$ cat config.mk
export PLATFORM = sky130hd
export DESIGN_NAME = beveled_tile_shader
export DESIGN_NICKNAME = d
export VERILOG_FILES = /design/src/sv/bts_pkg.sv /design/src/sv/beveled_tile_shader.sv /design/src/sv/bts_cfg.sv
export SDC_FILE = /design/constraint.sdc
export NUM_CORES = 1
export LEC_CHECK = 0
export BUFFER_PORTS_ARGS = -buffer_cell sky130_fd_sc_hd__buf_2
export CAP_MARGIN = 0
export CORE_ASPECT_RATIO = 1.1
export CORE_MARGIN = 5
export CORE_UTILIZATION = 45
export DETAILED_ROUTE_END_ITERATION = 7
export GPL_TIMING_DRIVEN = 0
export PLACE_DENSITY = 0.78
export SYNTH_ARGS = -nofsm -noshare
export SYNTH_HDL_FRONTEND = slang
export SYNTH_HIERARCHICAL = 1
export SYNTH_SLANG_ARGS = --single-unit
$ cat constraint.sdc
create_clock -name clk -period 4.7 [get_ports clk]
set_input_delay 0.47 -clock clk [delete_from_list [all_inputs] [get_ports clk]]
set_output_delay 0.47 -clock clk [all_outputs]
set_load 0.02 [all_outputs]
$ cat src/sv/bts_pkg.sv
// shared types and constants of the beveled tile shader
package bts_pkg;

	localparam int unsigned APB_AW = 3;

	// register index taken from paddr[2]
	localparam logic REG_IDX_BLOCK_SIZE = 1'b0;

	localparam logic [5:0] BSIZE_RESET = 6'd11;
	localparam logic [6:0] BEVEL_LIMIT = 7'd11;
	localparam logic [6:0] BEVEL_NARROW = 7'd2;
	localparam logic [6:0] BEVEL_WIDE = 7'd3;

	localparam logic [6:0] GLOSS_X0 = 7'd2;
	localparam logic [6:0] GLOSS_X1 = 7'd6;
	localparam logic [6:0] GLOSS_Y0 = 7'd2;
	localparam logic [6:0] GLOSS_Y1 = 7'd5;

	localparam logic signed [7:0] OFS_TOP = 8'sd18;
	localparam logic signed [7:0] OFS_LEFT = 8'sd14;
	localparam logic signed [7:0] OFS_BOTTOM = -8'sd18;
	localparam logic signed [7:0] OFS_RIGHT = -8'sd14;
	localparam logic signed [7:0] OFS_GLOSS = 8'sd24;

	localparam logic [9:0] GRAD_STEP = 10'd10;
	localparam int unsigned GRAD_STEPS = 9;

	// x*20/31 as (x*42300)>>16 and x*32/63 as (x*4162)>>13, exact over the ranges
	localparam logic [20:0] NORM_RB_MUL = 21'd42300;
	localparam logic [18:0] NORM_G_MUL = 19'd4162;

	localparam logic [7:0] CH5_MAX = 8'd31;
	localparam logic [7:0] CH6_MAX = 8'd63;

	typedef enum logic [2:0] {
		RGN_INNER,
		RGN_GLOSS,
		RGN_RIGHT,
		RGN_BOTTOM,
		RGN_LEFT,
		RGN_TOP
	} region_t;

	typedef struct packed {
		logic [8:0]  origin_x;
		logic [8:0]  origin_y;
		logic [5:0]  pixel_col;
		logic [5:0]  pixel_row;
		logic [15:0] base_color;
	} pix_t;

	typedef struct packed {
		logic [8:0]  screen_x;
		logic [8:0]  screen_y;
		logic [15:0] pixel_color;
		logic        drawn;
	} shade_t;

endpackage

$ cat src/sv/beveled_tile_shader.sv
// Beveled tile shader: one pixel transaction in, one shaded pixel out, three pipeline
// stages (region classify, normalize and gradient step compare, offset and clamp).
// A new transaction is taken every cycle unless pix_stall is high. Stall propagates
// back only through full stages, so bubbles are squeezed out. block_size is set over
// the apb port by the user only while the pipeline is empty; no check enforces it.
module beveled_tile_shader (
	input  logic                        clk,
	input  logic                        arst_n,
	input  logic                        psel,
	input  logic                        penable,
	input  logic                        pwrite,
	input  logic [bts_pkg::APB_AW-1:0] paddr,
	input  logic [31:0]                 pwdata,
	output logic [31:0]                 prdata,
	output logic                        pready,
	input  logic                        pix_valid,
	output logic                        pix_stall,
	input  bts_pkg::pix_t               pix,
	output logic                        shade_valid,
	input  logic                        shade_stall,
	output bts_pkg::shade_t             shade
);
	import bts_pkg::*;

	function automatic logic [5:0] clamp_ch(input logic signed [7:0] v, input logic [7:0] hi);
		logic [5:0] res;
		if (v < 0) begin
			res = 6'd0;
		end else if (v > $signed(hi)) begin
			res = hi[5:0];
		end else begin
			res = v[5:0];
		end
		return res;
	endfunction

	logic [5:0] block_size;

	bts_cfg u_cfg (
		.clk        (clk),
		.arst_n     (arst_n),
		.psel       (psel),
		.penable    (penable),
		.pwrite     (pwrite),
		.paddr      (paddr),
		.pwdata     (pwdata),
		.prdata     (prdata),
		.pready     (pready),
		.block_size (block_size)
	);

	logic v_s1, v_s2, v_s3;
	logic en1, en2, en3;

	assign en3 = !v_s3 || !shade_stall;
	assign en2 = !v_s2 || en3;
	assign en1 = !v_s1 || en2;
	assign pix_stall = !en1;

	// stage 1: classify
	logic [6:0] sz, bev, col7, row7;
	logic       inside_c, inner_c, gloss_c;
	region_t    region_c;
	logic [5:0] inner_sz_c, irow_c;
	logic [9:0] i10_c;
	logic [6:0] inner7;

	always_comb begin
		sz = {1'b0, block_size};
		bev = (sz <= BEVEL_LIMIT) ? BEVEL_NARROW : BEVEL_WIDE;
		col7 = {1'b0, pix.pixel_col};
		row7 = {1'b0, pix.pixel_row};
		inside_c = (col7 < sz) && (row7 < sz);
		inner_c = (sz > (bev << 1)) && (col7 >= bev) && ((col7 + bev) < sz)
			&& (row7 >= bev) && ((row7 + bev) < sz);
		gloss_c = (col7 >= GLOSS_X0) && (col7 < GLOSS_X1)
			&& (row7 >= GLOSS_Y0) && (row7 < GLOSS_Y1);
		if (inner_c) begin
			region_c = RGN_INNER;
		end else if (gloss_c) begin
			region_c = RGN_GLOSS;
		end else if ((col7 + bev) >= sz) begin
			region_c = RGN_RIGHT;
		end else if ((row7 + bev) >= sz) begin
			region_c = RGN_BOTTOM;
		end else if (col7 < bev) begin
			region_c = RGN_LEFT;
		end else begin
			region_c = RGN_TOP;
		end
		inner7 = sz - (bev << 1);
		inner_sz_c = inner7[5:0];
		irow_c = 6'(row7 - bev);
		i10_c = 10'(irow_c) * GRAD_STEP;
	end

	logic [8:0]  sx_s1, sy_s1;
	logic        drawn_s1;
	region_t     region_s1;
	logic [5:0]  inner_s1;
	logic [9:0]  i10_s1;
	logic [15:0] base_s1;

	always_ff @(posedge clk or negedge arst_n) begin
		if (!arst_n) begin
			v_s1 <= 1'b0;
		end else if (en1) begin
			v_s1 <= pix_valid;
		end
	end

	always_ff @(posedge clk) begin
		if (en1) begin
			sx_s1 <= pix.origin_x + 9'(pix.pixel_col);
			sy_s1 <= pix.origin_y + 9'(pix.pixel_row);
			drawn_s1 <= inside_c;
			region_s1 <= region_c;
			inner_s1 <= inner_sz_c;
			i10_s1 <= i10_c;
			base_s1 <= pix.base_color;
		end
	end

	// stage 2: normalize and gradient quotient
	logic [3:0]  q_c;
	logic [20:0] nr_mul, nb_mul;
	logic [18:0] ng_mul;

	always_comb begin
		logic [9:0] thr;
		q_c = 4'd0;
		for (int k = 1; k <= GRAD_STEPS; k++) begin
			thr = 10'(k) * {4'd0, inner_s1};
			q_c = q_c + 4'(i10_s1 >= thr);
		end
		nr_mul = 21'(base_s1[15:11]) * NORM_RB_MUL;
		ng_mul = 19'(base_s1[10:5]) * NORM_G_MUL;
		nb_mul = 21'(base_s1[4:0]) * NORM_RB_MUL;
	end

	logic [8:0]  sx_s2, sy_s2;
	logic        drawn_s2;
	region_t     region_s2;
	logic [3:0]  q_s2;
	logic [15:0] base_s2;
	logic [15:0] norm_s2;

	always_ff @(posedge clk or negedge arst_n) begin
		if (!arst_n) begin
			v_s2 <= 1'b0;
		end else if (en2) begin
			v_s2 <= v_s1;
		end
	end

	always_ff @(posedge clk) begin
		if (en2) begin
			sx_s2 <= sx_s1;
			sy_s2 <= sy_s1;
			drawn_s2 <= drawn_s1;
			region_s2 <= region_s1;
			q_s2 <= q_c;
			base_s2 <= base_s1;
			norm_s2 <= {nr_mul[20:16], ng_mul[18:13], nb_mul[20:16]};
		end
	end

	// stage 3: offset and clamp
	logic [15:0]       src_c;
	logic signed [7:0] ofs_c;
	logic [15:0]       color_c;
	logic [5:0]        cr, cg, cb;

	always_comb begin
		src_c = norm_s2;
		case (region_s2)
			RGN_INNER: begin
				src_c = base_s2;
				ofs_c = -$signed({4'd0, q_s2});
			end
			RGN_GLOSS:  ofs_c = OFS_GLOSS;
			RGN_RIGHT:  ofs_c = OFS_RIGHT;
			RGN_BOTTOM: ofs_c = OFS_BOTTOM;
			RGN_LEFT:   ofs_c = OFS_LEFT;
			RGN_TOP:    ofs_c = OFS_TOP;
			default:    ofs_c = OFS_TOP;
		endcase
		cr = clamp_ch($signed({3'd0, src_c[15:11]}) + ofs_c, CH5_MAX);
		cg = clamp_ch($signed({2'd0, src_c[10:5]}) + ofs_c, CH6_MAX);
		cb = clamp_ch($signed({3'd0, src_c[4:0]}) + ofs_c, CH5_MAX);
		color_c = drawn_s2 ? {cr[4:0], cg, cb[4:0]} : 16'd0;
	end

	shade_t out_s3;

	always_ff @(posedge clk or negedge arst_n) begin
		if (!arst_n) begin
			v_s3 <= 1'b0;
		end else if (en3) begin
			v_s3 <= v_s2;
		end
	end

	always_ff @(posedge clk) begin
		if (en3) begin
			out_s3.screen_x <= sx_s2;
			out_s3.screen_y <= sy_s2;
			out_s3.pixel_color <= color_c;
			out_s3.drawn <= drawn_s2;
		end
	end

	assign shade_valid = v_s3;
	assign shade = out_s3;

`ifndef ASSERT_OFF
	a_undrawn_black: assert property (@(posedge clk) disable iff (!arst_n)
		shade_valid && !shade.drawn |-> shade.pixel_color == 16'd0)
		else $error("undrawn pixel carries a color");

	a_quot_range: assert property (@(posedge clk) disable iff (!arst_n)
		v_s2 |-> q_s2 <= 4'd9)
		else $error("gradient quotient out of range");

	a_stall_full: assert property (@(posedge clk) disable iff (!arst_n)
		pix_stall |-> v_s1 && v_s2 && v_s3 && shade_stall)
		else $error("input stalled with room in the pipeline");

	a_inner_nonzero: assert property (@(posedge clk) disable iff (!arst_n)
		v_s1 && region_s1 == RGN_INNER |-> inner_s1 != 6'd0)
		else $error("inner region with empty inner area");
`endif

endmodule

$ cat src/sv/bts_cfg.sv
// apb register file holding the tile size
module bts_cfg (
	input  logic                        clk,
	input  logic                        arst_n,
	input  logic                        psel,
	input  logic                        penable,
	input  logic                        pwrite,
	input  logic [bts_pkg::APB_AW-1:0] paddr,
	input  logic [31:0]                 pwdata,
	output logic [31:0]                 prdata,
	output logic                        pready,
	output logic [5:0]                  block_size
);
	import bts_pkg::*;

	logic [5:0] block_size_q;
	logic       wr_en;

	assign pready = 1'b1;
	assign wr_en = psel && penable && pwrite && (paddr[2] == REG_IDX_BLOCK_SIZE);

	always_ff @(posedge clk or negedge arst_n) begin
		if (!arst_n) begin
			block_size_q <= BSIZE_RESET;
		end else if (wr_en) begin
			block_size_q <= pwdata[5:0];
		end
	end

	always_comb begin
		if (paddr[2] == REG_IDX_BLOCK_SIZE) begin
			prdata = {26'd0, block_size_q};
		end else begin
			prdata = 32'd0;
		end
	end

	assign block_size = block_size_q;

endmodule
==> results.txt <==
- Clock tree synthesis inserted a total of 17 buffers.
- Power per Cell Area: about 660 mW/mm2
- Of the available clock period, the critical path in the final layout requires ~100%.
* H-Tree Level Count: 4
- The region available for standard cell placement spans about 0.026 mm2.
- Worst path setup slack after routing: ~0.012 ns
- For hold timing, the worst endpoint is base_s1[3].
- Slowest cell on the critical path: fa_1
- Power comes to 9.27 mW.
* DRT Pass-1 Iters: 5
* Number of antenna violations at the first check in global routing: 1
- Drc violations: 0
- Max-slew violation count: 0
- The library cell used most frequently in the layout, excluding fill and tap cells, is ha_1.
* Layout filler cell count: between 2,000 and 2,500
- The later pin in the worst-skew pair is clocked with a latency of approximately 0.43 ns.
- Number of sinks driven by the clock tree: ~160
* First-pass GRT wire length: a little under 40,000 um
- In this run the cell area of the synthesized design comes to ~0.012 mm2.
* Vias in the first global route: between 8,000 and 9,000
* Count of buffer and inverter cells on the critical path: 2
- Once the floorplan was initialized, standard cells occupied around 46% of the core.
* RSZ-0062 raised after global routing: yes
- Pre-CTS setup slack: -0.327 ns
* Buffers from clock root to sink, at most: 2
* Share of async-settable or async-resettable flops after synthesis: under 10%
- Global-route usage over all layers: approximately 16%
* Ratio of cells with drive above 1 in the final layout: 21.9%
- Post-synth top area cell: edfxtp_1
* Worst slew slack as a fraction of its limit: ~40%
* Clock network power share: approximately 14%
* Port Buffer Count: ~100
- After synthesis the netlist holds a flip-flop and latch count of 155.
* Largest stage delay on the critical path: about 0.57 ns
- Clock root buffer: clkbuf_16
- Die span in y: ~180 um
* Final critical-path required period: around 4.7 ns
* Number of distinct library cells after synthesis: between 60 and 70
* FF-to-FF Start: inner_s1[4]
- The die covers 0.0299 mm2.
- Hold is met by about 0.21 ns.
* Top FF cell, synth: edfxtp_1
- After clock tree synthesis, the clock-pin slew on the worst setup and hold paths is 0.07 ns.
* Critical Path AT: roughly 4.9 ns
- Counting instances, the worst hold path has a depth of 1.
- Setup slack on the worst reg-to-reg path comes out at roughly 0.012 ns.
- DRC violation total after the first TritonRoute iteration: between 300 and 400
- Across the run, the number of max-cap violations was 0.
* Synth Instances: ~1,000
* Largest net degree at the start of global routing: 60
- Sequential group share of total power: between 20% and 30%
- Net switching is 41.7% of the power.
* Number of diodes added for antenna fixing: 0
- TritonCTS built the clock tree.
- Averaged over all synthesized cells, the footprint is between 10 and 15 um2.
- The count of nets left with antenna violations once routing finished came out at 0.
- Data on the critical path is required at its endpoint by between 4 and 5 ns.
- Cell family contributing the most delay on the critical path: adder cells
* Final setup violation count: 0
- The final route contains around 8,000 vias.
- Timing-limited maximum frequency: approximately 210 MHz
* Number of synthesized flops with an enable pin: around 150
* Internal power contribution: ~5.4 mW
* Detailed-route wire length per cell: 15.0 um
- VDD sags by at most 0.000454 V.
- The setup path with the least slack is of type reg -> reg.
- The initialized floorplan defines slightly above 60 standard-cell rows.
- The analysis attributes to cell leakage a power of 6.55 nW.
- For the worst flop-to-flop path, the logic depth is 16.
- Commonest cells after routing, fill and taps aside: ha_1, edfxtp_1, inv_1
- Post-synth top area share: between 30% and 40%
- By instance count, the cell type seen most on the critical path is fa_2.
* Cells traversed along the worst timing path: ha_4, ha_4, inv_2, fa_2, xor2_2, ha_1, or3_4, o21ai_2, a21oi_2, a31oi_2, fa_1, fa_1, inv_2, fa_2, fa_2, xor2_1
- In this run the most critical hold path is launched from pix[3].
- Kind of path behind the tightest hold check: in -> reg
- Worst Max-Slew Pin Slew: roughly 0.9 ns
- CP Capture Type: flop
* Hold violation total from the final report: 0
- Clock skew: 0.0196 ns
- Along the worst path, the maximum fanout reaches 2.
* Layout area overhead: 16.9%
- After global routing the overflow that remains totals 0.
* Yosys Warn Count: 6
* Vias per Instance: 5.13
- TNS Setup: 0 ns
- Aggregate routed wire length: 23,300 um
* Net count reported at finish: about 1,500
- The endpoint identified for the worst register-to-register timing path is q_s2[2].
- The share of total power dissipated in combinational logic is between 60 and 70%.
- Num ports: 158
* Overall die width: between 150 and 200 um
- DP Wirelength: 17,800 um
- By area the synthesized netlist is led by edfxtp_1, ha_1, fa_1.
- For this run, the register share of the synthesized area comes to between 30% and 40%.
- In this run the power spent charging and discharging nets is 3.87 mW.
* Status: complete, no violations
* Element type at the critical path start: flop
- Routability-driven placement finished with a final weighted congestion of approximately 0.9.
layer usage:
layer  vias to the layer above  global-route usage [%]  wire length (um)
li1                       4030                       -                 -
met1                      3777                    20.2              9920
met2                       160                    29.2             12300
met3                        20                    2.92               936
met4                         2                    3.69               218
met5                         -                       0                13
cell type report:
type                       instances  area (um2)  share of cell area (%)
inverter                         116         435                    3.12
clock inverter                    15         154                    1.10
timing repair buffer             127         738                    5.30
buffer                            36         249                    1.79
clock buffer                      17         425                    3.05
tap                              352         440                    3.16
multi-input combinational        740        6880                    49.4
sequential                       155        4610                    33.1
per-stage QoR:
step / area, um2 / utilization (%) / std cells
2_1_floorplan: 12000 / - / 1047
4_1_cts: 13900 / 53.0 / 1555
6_report: 13900 / 53.3 / 1558
5_1_grt: 13900 / 53.3 / 1558
3_3_place_gp: 13000 / 49.7 / 1501
3_5_place_dp: 13000 / 49.9 / 1504
timing repair:
item / 4_1_cts / 5_1_grt
endpoints found under the setup margin: 3 / 2
resized for setup: 16 / 15
pin swaps: 25 / 17
buffers inserted: 18 / 3
hold buffers: 1 / 0
endpoints found under the hold margin: 6 / 0
cell families after synthesis:
group	Yosys count	share of synthesized area (%)
fa+ha+maj	254	28.7
compound gates	230	13.0
flops	155	38.7
buf+inv	152	5.74
simple gates	137	6.41
xor+xnor	66	4.85
mux	26	2.52
other cells	2	0.0630
synthesized netlist by cell type, drive strengths merged (8+ instances only):
library cell / n
nand2: 24
a211oi: 8
o21ai: 43
o21bai: 9
a21oi: 48
xnor2: 46
o21a: 19
a31oi: 9
xor2: 20
nand4: 8
ha: 221
edfxtp: 146
fa: 33
mux2: 22
inv: 116
nand2b: 13
nor3: 15
a21o: 46
nor2: 28
nor2b: 20
buf: 32
state kept, by name, indices dropped and copies added (netlist names):
name	count
sy_s2	9
shade	35
sx_s2	9
v_s1	1
region_s2	3
drawn_s2	1
drawn_s1	1
base_s2	16
sy_s1	9
v_s2	1
sx_s1	9
i10_s1	9
inner_s1	6
q_s2	4
shade_valid	1
norm_s2	16
base_s1	16
region_s1	3
u_cfg/block_size	6
worst max-delay path by stage:
stage                    to  cells past startpoint   startpoint  slack (ns)
floorplan           q_s2[2]                     16  inner_s1[2]        0.02
global placement    q_s2[2]                     16  inner_s1[2]       -0.29
detailed placement  q_s2[2]                     16  inner_s1[2]       -0.33
CTS                 q_s2[2]                     16  inner_s1[4]       0.003
global route        q_s2[2]                     18  inner_s1[1]       -0.20
finish              q_s2[2]                     16  inner_s1[4]        0.01
worst register-to-register path: stages, from the launching register on:
cell	delay, ns
edfxtp_1	0.50
ha_4	0.33
ha_4	0.12
inv_2	0.03
fa_2	0.36
xor2_2	0.16
ha_1	0.28
or3_4	0.39
o21ai_2	0.07
a21oi_2	0.06
a31oi_2	0.17
fa_1	0.46
fa_1	0.57
inv_2	0.05
fa_2	0.39
fa_2	0.34
xor2_1	0.14
power by group through the flow:
stage	clock network [mW]	registers, mW	logic, mW
2_1_floorplan	0	2.36	3.84
3_3_place_gp	0	2.35	4.78
3_5_place_dp	0	2.35	5.04
4_1_cts	1.36	2.26	5.43
5_1_grt	1.43	2.30	6.48
6_report	1.33	2.26	5.67
Power figures use the tool's default switching activity.
